--- src/hw/rtl/rc4ks_pkg.sv ---
package rc4ks_pkg;

    localparam int STATE_SIZE      = 256;
    localparam int SW              = 8;
    localparam int KEY_DEPTH_DEF   = 256;
    localparam int KLW             = 9;
    localparam logic [KLW-1:0] KEY_LEN_RST = 9'd16;
    localparam logic [KLW-1:0] KEY_LEN_MAX = 9'd256;

    localparam logic [1:0] MODE_LOAD   = 2'd0;
    localparam logic [1:0] MODE_SCHED  = 2'd1;
    localparam logic [1:0] MODE_STREAM = 2'd2;

    typedef logic [SW-1:0] t_byte;

    typedef enum logic [3:0] {
        ST_IDLE,
        ST_G_J,
        ST_G_WI,
        ST_G_OUT,
        ST_K_I,
        ST_K_J,
        ST_K_WI,
        ST_K_WJ,
        ST_DONE
    } t_state;

    typedef struct packed {
        logic  clear;
        logic  wr_en;
        t_byte wr_addr;
        t_byte wr_data;
        t_byte rd_addr;
    } t_perm_ctl;

endpackage

--- src/hw/rtl/rc4ks_key_mem.sv ---
module rc4ks_key_mem
    import rc4ks_pkg::*;
#(
    parameter int KEY_DEPTH = KEY_DEPTH_DEF,
    parameter int KAW       = (KEY_DEPTH > 1) ? $clog2(KEY_DEPTH) : 1
) (
    input  logic           i_clk,
    input  logic           i_wr_en,
    input  logic [KAW-1:0] i_wr_addr,
    input  t_byte          i_wr_data,
    input  logic [KAW-1:0] i_rd_addr,
    output t_byte          o_rd_data
);

    t_byte r_mem [KEY_DEPTH];
    t_byte r_rd_data;

    always_ff @(posedge i_clk) begin
        if (i_wr_en) begin
            r_mem[i_wr_addr] <= i_wr_data;
        end
        r_rd_data <= r_mem[i_rd_addr];
    end

    assign o_rd_data = r_rd_data;

endmodule

--- config.mk ---
export PLATFORM = sky130hd
export DESIGN_NAME = rc4ks_key_mem
export DESIGN_NICKNAME = d
export VERILOG_FILES = /design/src/hw/rtl/rc4ks_pkg.sv /design/src/hw/rtl/rc4ks_key_mem.sv
export SDC_FILE = /design/constraint.sdc
export NUM_CORES = 2
export LEC_CHECK = 0
export ABC_AREA = 1
export BUFFER_PORTS_ARGS = -buffer_cell sky130_fd_sc_hd__buf_2
export CELL_PAD_IN_SITES_DETAIL_PLACEMENT = 0
export CELL_PAD_IN_SITES_GLOBAL_PLACEMENT = 1
export CORE_ASPECT_RATIO = 0.5
export CORE_UTILIZATION = 47
export CTS_CLUSTER_SIZE = 20
export DETAILED_ROUTE_END_ITERATION = 7
export PLACE_DENSITY_LB_ADDON = 0.1
export SLEW_MARGIN = 20
export SYNTH_ARGS = -nofsm -noshare
export SYNTH_HDL_FRONTEND = slang
export SYNTH_SLANG_ARGS = --single-unit
--- constraint.sdc ---
create_clock -name i_clk -period 1.6 [get_ports i_clk]
set_input_delay 0.08 -clock i_clk [delete_from_list [all_inputs] [get_ports i_clk]]
set_output_delay 0.08 -clock i_clk [all_outputs]
set_load 0.05 [all_outputs]
==> impl_results.md <==
* CTS Buf Count at 189
* Critical Setup Path Class: register to register
* YS warnings at 0
* Via/cell ratio at 5.725
* WL per Instance at 25.61 um
* Worst-Skew Late Latency at 0.83 ns
* DP Area at 0.09232 mm2
* RSZ-0062 raised after global routing: yes
* Remaining Overflow, GRT at 0
* Core ar. at 0.1749 mm2
* Die Area at 0.1792 mm2
* Required time of the critical path at 2.33 ns
* Design Area, Final at 0.1004 mm2
* Buf/Inv on CP at 0
* Net Sw Power at 26.18 mW
* Combinational power share at 7.9%
* Routed Antenna Nets at 0
* Die Span X at 597.7 um
* CTS tree: built
* Worst-Margin Slew at 0.7441 ns
* Max-cap violations at 0
* Leakage at 36.17 nW
* Final non-filler cell total at 10021
* Fmax at 0.6253 GHz
* Clock tree buffer depth at 4
* Root Buffer: clkbuf_16
* Sequential power share at 52.4%
* Mapped cell area at 0.08340 mm2
* First-pass GRT wire length at 373700 um
* Final Max Tran Viols at 0
* Layout Skew at 0.03162 ns
* Largest net degree at the start of global routing at 71
* Syn_nets at 7029
* Multi-input logic area at 0.02118 mm2
* Crit-path cells: nand2_1, nand3_1, nand3_2, nand3_1, nand3_1, nand3_2, nand3_2, nand2_1, nand2_2, nand2_1
* Fillcell total at 14433
* FF+latch count, synth at 2056
* Crit-path slowest cell: edfxtp_1
* Library cells used by synthesis at 14
* Final critical-path required period at 1.599 ns
* Initial antenna violation count at 12
* Yosys top cell by area: edfxtp_1
* Design internal power at 87.29 mW
* CP endpoint kind: register
* DP Cell Count at 9681
* Vias in the first global route at 55101
* CP startpoint kind: register
* Status: completed
* Peak VDD IR at 0.8552 mV
* PD cells at 1130 mW/mm2
* Syn avg cell area at 11.91 um2
* Fin. Hold Viols at 0
* Fraction of the cycle the final worst path needs at 99.95%
* DP Wirelength at 162700 um
* Synth area leaders: edfxtp_1, nand3_1, nand2_1
* Fin nets at 7542
* # DRC at 0
* Placer Congestion at 0.9167
* Post-Syn Instances at 7003
* CP max FO at 1
* Post-synthesis sequential area ratio at 73.94%
* FF/Latch Area at 0.06167 mm2
* Final WS setup at 0.0007956 ns
* TritonRoute pass-1 iters at 6
* DR vias at 57371
* Routed wire length at 256700 um
* DRT iter0 DRCs at 6850
* Kind of cell adding the most delay to the critical path: simple AND/OR/NAND/NOR gates
* Switch share at 23.07%
* Worst-path clk slew at 0.06 ns
* Area Overhead vs Synth at 20.45%
* Input/output buffers at 33
* Setup bufs post-CTS at 0
* Most common cell after layout, fill and taps aside: nand2_1
* Initial core utilization at 47.69%
* Delay of the slowest critical-path stage at 0.36 ns
* Io pins at 34
* Cell Rows at 108
* Max_slew headroom at 50.34%
* Worst slack, placed at -0.7814 ns
* Share of post-route cells with drive strength above 1 at 18.36%
* Commonest cells after routing, fill and taps aside: nand2_1, edfxtp_1, nand3_1, buf_4, nor2_1
* Final count of negative-setup-slack endpoints at 0
* Clk pwr share at 39.7%
* H-tree Lvls at 4
* Sink Count at 2056
* Overall global routing resource usage at 28.44%
* Die Y at 299.9 um
* Crit path DAT at 2.33 ns
* Post-synth top area share at 73.74%
* Hold crit path type: primary input to register
## cells by family (layout without fill, tap and decap cells)
family,Yosys count,count (layout),share of synthesized area [%]
other,0,2,0
DFF,2056,2056,73.94
and+or+nand+nor,4425,4425,22.95
buffers and inverters,522,1173,3.119
## worst paths after layout
check / start / cells after the start / slack [ns] / endpoint
setup reg to reg: r_mem[173][0]$_DFFE_PP_ / 10 / 0.0008 / o_rd_data[0]$_DFF_P_
hold / removal: i_wr_en / 4 / 0.1 / r_mem[56][5]$_DFFE_PP_
setup / recovery: r_mem[173][0]$_DFFE_PP_ / 10 / 0.0008 / o_rd_data[0]$_DFF_P_
hold reg to reg: r_mem[148][5]$_DFFE_PP_ / 10 / 1.01 / o_rd_data[5]$_DFF_P_
## what timing repair did
| item | CTS | global route |
|---|---|---|
| resized for setup | 148 | 264 |
| hold buffers | 10 | 0 |
| setup endpoints to repair | 16 | 9 |
| pin swaps | 9 | 90 |
| hold endpoints to repair | 1978 | 0 |
## cell usage after synthesis
cell	number
buf_1	40
buf_2	268
buf_4	46
buf_6	16
buf_8	1
clkbuf_1	112
dfxtp_1	8
edfxtp_1	2048
inv_1	36
inv_2	2
inv_4	1
nand2_1	2123
nand3_1	2019
nor2_1	283
## flip-flops by register name (all words and copies together), names as in the netlist
register	count
r_mem	2048
o_rd_data	8
## final cells by class
class	instances	area share, %
multi-input combinational	4425	21.08
tap	2365	2.946
sequential	2056	61.39
antenna	2	0.004982
timing repair buffer	805	8.471
inverter	39	0.1794
clock buffer	231	4.999
clock inverter	98	0.9242
## per-stage QoR
step	hold WS [ns]	util [%]	power, mW	TNS [ns]
floorplan	0.1789	-	64.31	0
global placement	0.4181	52.80	68.84	-7.794
detailed placement	0.4279	52.80	68.90	-9.581
CTS	0.02216	56.67	113.6	-0.1562
global route	0.08766	57.44	116.6	-0.1237
finish	0.09588	57.45	113.5	0
## metal layers
| layer | GRT usage [%] | share of wire, % |
|---|---|---|
| met3 | 5.209 | 9.1 |
| met5 | 0 | 0.0051 |
| met1 | 42.57 | 44 |
| met2 | 43.47 | 45 |
| met4 | 6.357 | 2.1 |
## power by group through the flow
stage                     registers (mW)  clock network [mW]  logic [mW]
final                               59.4                45.1        8.99
after detailed placement            60.6                   0        8.32
after CTS                           59.4                45.6        8.59
after global routing                59.4                47.7        9.57
after floorplan                     60.6                   0        3.66
after global placement              60.6                   0        8.27
## worst min-delay path, delay by kind of cell
kind          cells  cell delay, ns
buf+inv           2            0.37
simple gates      2            0.29
Power figures use the tool's default switching activity.
