File: src/hw/rtl/rc4ks_pkg.sv
package rc4ks_pkg;

    localparam int STATE_SIZE      = 256;
    localparam int SW              = 8;
    localparam int KEY_DEPTH_DEF   = 256;
    localparam int KLW             = 9;
    localparam logic [KLW-1:0] KEY_LEN_RST = 9'd16;
    localparam logic [KLW-1:0] KEY_LEN_MAX = 9'd256;

    localparam logic [1:0] MODE_LOAD   = 2'd0;
    localparam logic [1:0] MODE_SCHED  = 2'd1;
    localparam logic [1:0] MODE_STREAM = 2'd2;

    typedef logic [SW-1:0] t_byte;

    typedef enum logic [3:0] {
        ST_IDLE,
        ST_G_J,
        ST_G_WI,
        ST_G_OUT,
        ST_K_I,
        ST_K_J,
        ST_K_WI,
        ST_K_WJ,
        ST_DONE
    } t_state;

    typedef struct packed {
        logic  clear;
        logic  wr_en;
        t_byte wr_addr;
        t_byte wr_data;
        t_byte rd_addr;
    } t_perm_ctl;

endpackage

File: src/hw/rtl/rc4ks_perm_mem.sv
module rc4ks_perm_mem
    import rc4ks_pkg::*;
(
    input  logic      i_clk,
    input  logic      i_rst_n,
    input  t_perm_ctl i_ctl,
    output t_byte     o_rd_data
);

    t_byte                 r_mem [STATE_SIZE];
    logic [STATE_SIZE-1:0] r_written;
    t_byte                 r_rd_data;
    t_byte                 r_rd_addr;
    logic                  r_rd_written;

    // unwritten entries read as their own index
    always_ff @(posedge i_clk) begin
        if (i_ctl.wr_en) begin
            r_mem[i_ctl.wr_addr] <= i_ctl.wr_data;
        end
        r_rd_data <= r_mem[i_ctl.rd_addr];
        r_rd_addr <= i_ctl.rd_addr;
    end

    always_ff @(posedge i_clk) begin
        if (!i_rst_n) begin
            r_written    <= '0;
            r_rd_written <= 1'b0;
        end else begin
            r_rd_written <= r_written[i_ctl.rd_addr];
            if (i_ctl.clear) begin
                r_written <= '0;
            end else if (i_ctl.wr_en) begin
                r_written[i_ctl.wr_addr] <= 1'b1;
            end
        end
    end

    assign o_rd_data = r_rd_written ? r_rd_data : r_rd_addr;

endmodule

File: config.mk
export PLATFORM = sky130hd
export DESIGN_NAME = rc4ks_perm_mem
export DESIGN_NICKNAME = d
export VERILOG_FILES = /design/src/hw/rtl/rc4ks_pkg.sv /design/src/hw/rtl/rc4ks_perm_mem.sv
export SDC_FILE = /design/constraint.sdc
export NUM_CORES = 2
export LEC_CHECK = 0
export BUFFER_PORTS_ARGS = -buffer_cell sky130_fd_sc_hd__clkbuf_2
export CAP_MARGIN = 40
export CORE_MARGIN = 10
export CORE_UTILIZATION = 65
export CTS_CLUSTER_SIZE = 40
export DETAILED_ROUTE_END_ITERATION = 10
export GPL_ROUTABILITY_DRIVEN = 0
export PLACE_DENSITY_LB_ADDON = 0.25
export RECOVER_POWER = 25
export SLEW_MARGIN = 0
export SYNTH_ARGS = -nofsm -noshare
export SYNTH_HDL_FRONTEND = slang
export SYNTH_SLANG_ARGS = --single-unit
File: constraint.sdc
create_clock -name i_clk -period 6.4 [get_ports i_clk]
set_clock_uncertainty 0.15 [all_clocks]
set_input_delay 0 -clock i_clk [delete_from_list [all_inputs] [get_ports i_clk]]
set_output_delay 0 -clock i_clk [all_outputs]
set_load 0.03 [all_outputs]
==> qor.log <==
[run_status] run status finished, violations left
[run_status] failing checks max-capacitance violations, max-slew violations
[floorplan] number of top-level design ports 36
[logic_synthesis] cell taking the most area after synthesis edfxtp_1
[floorplan] Initial Utilization 65.56%
[logic_synthesis] fraction of synthesized cell area taken by the top area cell type 69.07%
[cells_and_area] final standard cell area without fillers 99,930 um^2
[timing] RSZ-0062 raised after global routing no
[drt] wire length reported by the detailed router 223,500 um
[clock_tree] CTS tree built
[worst_setup_path] Crit path required time 6.96 ns
[cells_and_area] leading cell types in the layout, fill and taps excluded 2,048 x edfxtp_1, 728 x nor2_1, 659 x mux4_2, 273 x dfxtp_1, 221 x clkbuf_16
[power_and_ir_drop] Flop pwr share 53.8%
[global_route] antenna violations before repair 21
[clock_tree] number of H-tree levels 4
[global_route] grt ovf 0
[clock_tree] deepest clock path buffer count 3
[global_route] Tot GR Track Use 29.55%
[timing] total count of hold-check failures in the final report 0
[clock_tree] number of resized instances in the post-cts repair step 0
[logic_synthesis] post-synth net total 4,401
[worst_setup_path] critical-path cell list dlygate4sd3_1 -> clkbuf_2 -> dlygate4sd3_1 -> clkbuf_1 -> inv_1 -> nor2_1 -> buf_4 -> nand2_1 -> nor2_1 -> a22oi_1 -> nand4_1 -> nor4b_1
[power_and_ir_drop] switching portion of total power 20.98%
[logic_synthesis] portion of the post-synthesis area used by sequential elements 75.21%
[logic_synthesis] most common flop cell mapped by yosys edfxtp_1
[cells_and_area] Finished Layout Cells 6,645
[global_route] global-route wire length before repair 325,200 um
[cells_and_area] fraction of layout instances using a drive strength above 1 26.54%
[logic_synthesis] synthesized area per cell 20.36 um^2
[worst_setup_path] Critical Setup Path Class in -> reg
[logic_synthesis] netlist area before placement 89,040 um^2
[logic_synthesis] cell types with the largest area share after synthesis edfxtp_1 69%, mux4_2 17%, dfxtp_1 6.1%
[place] I/O Buffers 35
[floorplan] die outline width 390.1 um
[place] total instance count after detailed placement 6,192
[timing] final critical path time including I/O delays and setup 4.342 ns
[worst_setup_path] biggest cell delay along the critical path 0.81 ns
[floorplan] floorplan die area 152,200 um^2
[logic_synthesis] number of enable-type register cells in the synthesized netlist 2,048
[drt] detailed router's first-iteration violation count 7,071
[global_route] number of global-route vias before repair 46,080
[drt] number of detailed-route iterations in the first pass 9
[worst_setup_path] cell with the largest stage delay on the worst path clkbuf_1
[timing] normalized max-slew margin -186.5%
[clock_tree] clk root buf clkbuf_16
[timing] final max-slew violation count 566
[logic_synthesis] YS warnings 0
[drt] Via Count 46,480
[cells_and_area] filler cell count in the final layout 7,384
[logic_synthesis] distinct cell type count of the synthesized netlist 44
[run] max-cap check violation count 7
[timing] aggregate negative setup slack 0 ns
[drt] remaining antenna violation count after routing 0
[timing] Worst Max-Slew Pin Slew 4.298 ns
[clock_tree] clock latency at the later pin of the worst-skew pair 0.87 ns
[power_and_ir_drop] relative contribution of the clock network to total power 41.5%
[clock_tree] TritonCTS sink count 2,321
[timing] final number of setup-violating endpoints 0
[cells_and_area] most frequent standard cell in the layout excluding fill and tap cells edfxtp_1
[timing] maximum clock rate 230.3 MHz
[power_and_ir_drop] worst-case vdd ir drop 0.0003013 V
[global_route] pin count of the biggest net entering global routing 191
[drt] Wirelength per Cell 33.64 um
[worst_setup_path] crit-path max FO 18
[place] detailed placement HPWL 133,600 um
[cells_and_area] synth-to-layout area growth 12.23%
[power_and_ir_drop] Internal Dissipation 0.02424 W
[floorplan] row count 135
[cells_and_area] share of the core filled with cells 73.58%
[timing] fraction of the cycle the final worst path needs 67.84%
[clock_tree] CTS buffer count 216
[worst_setup_path] startpoint kind of the worst setup timing path input port
[place] cell area after placement 92,580 um^2
[clock_tree] clock-pin slew on the worst setup and hold paths 0.07 ns
[drt] vias per cell 6.995
[logic_synthesis] async set-or-reset flop fraction in the synthesized netlist 0%
[worst_hold_path] path category of the worst min-delay check in -> reg
[worst_setup_path] Crit. End Element flip-flop
[logic_synthesis] cells after synthesis 4,373
[power_and_ir_drop] power share of the combinational group 4.7%
[power_and_ir_drop] cell area power density 307.0 nW/um^2
[power_and_ir_drop] total leakage power 31.74 nW
[floorplan] placeable core area 135,800 um^2
[cells_and_area] post-layout net count 4,696
[drt] DRC violation count after routing 0
[power_and_ir_drop] net switching power figure 0.006439 W
[worst_setup_path] arrival time reported for the critical path endpoint 4.90 ns
[logic_synthesis] count of state elements after synthesis 2,321
[floorplan] height of the chip 390.1 um
[logic make-up after synthesis]
kind of cell | after synthesis | synth area share, %
DFF | 2321 | 75.21
AOI/OAI and AO/OA | 155 | 1.300
muxes | 770 | 17.93
buffers and inverters | 255 | 1.601
and+or+nand+nor | 872 | 3.960
[cells in the mapped netlist, types with 14 or more instances]
library cell  number
a22oi_1           34
buf_1             14
buf_2             72
buf_4             34
buf_6             23
clkbuf_1         101
dfxtp_1          273
edfxtp_1        2048
mux2i_1           99
mux4_2           659
nand2_1           45
nand3_1           32
nand4_1           17
nor2_1           728
o21ba_2           29
o22ai_1           54
[worst paths after layout]
path	startpoint	end	slack, ns	cells past startpoint
setup / recovery	i_ctl[6]	r_rd_data[1]	2.06	12
hold / removal	i_ctl[3]	r_rd_addr[3]	0.14	2
setup reg to reg	r_mem[200][7]	r_rd_data[7]	3.69	5
hold reg to reg	r_written[70]	r_written[70]	0.31	2
[timing repair]
| item | CTS | global route |
|---|---|---|
| buffers inserted | 0 | 0 |
| hold buffers | 31 | 2 |
| endpoints found under the hold margin | 1544 | 7 |
[worst max-delay path: cells and delay by family]
family	cells	cell delay [ns]
buffers and inverters	6	2.65
AO/OA/AOI/OAI	1	0.39
AND/OR/NAND/NOR	5	1.84
[power by group through the flow]
stage,Clock [W],Sequential (W),Combinational [W]
floorplan,0,0.0168,0.000821
global placement,0,0.0168,0.00134
detailed placement,0,0.0168,0.00139
CTS,0.0128,0.0165,0.00142
global route,0.0134,0.0165,0.00149
finish,0.0127,0.0165,0.00144
[layer usage]
| layer | wire [um] | global-route usage [%] | part of all wire [%] | up-vias |
|---|---|---|---|---|
| li1 | - | - | - | 18360 |
| met1 | 79700 | 40.15 | 36 | 24200 |
| met2 | 106000 | 45.52 | 47 | 3255 |
| met3 | 27080 | 8.781 | 12 | 638 |
| met4 | 10390 | 12.01 | 4.6 | 34 |
| met5 | 371 | 0 | 0.17 | - |
[area by class of cell]
class                      count  area (um^2)  area share (%)
sequential                  2321        66960           67.01
multi-input combinational   1797        20660           20.67
clock buffer                 308         6057           6.061
timing repair buffer         327         3007           3.009
tap                         1781         2228           2.230
clock inverter                98        972.2          0.9729
inverter                       5        23.77         0.02379
antenna                        8        20.02         0.02003
[state kept, by name, summed over array words and instances (netlist names)]
signal	cells
r_rd_written	1
r_mem	2048
r_rd_data	8
r_rd_addr	8
r_written	256
[metrics by stage]
step | worst slack [ns] | hold WS [ns] | power (W)
2_1_floorplan | 4.102 | -0.1223 | 0.01765
3_3_place_gp | 2.170 | 0.2938 | 0.01817
3_5_place_dp | 2.685 | 0.1943 | 0.01822
4_1_cts | 2.926 | 0.008173 | 0.03073
5_1_grt | 1.948 | 0.1282 | 0.03139
6_report | 2.058 | 0.1441 | 0.03068
No activity file was read; power rests on OpenSTA's default activity.
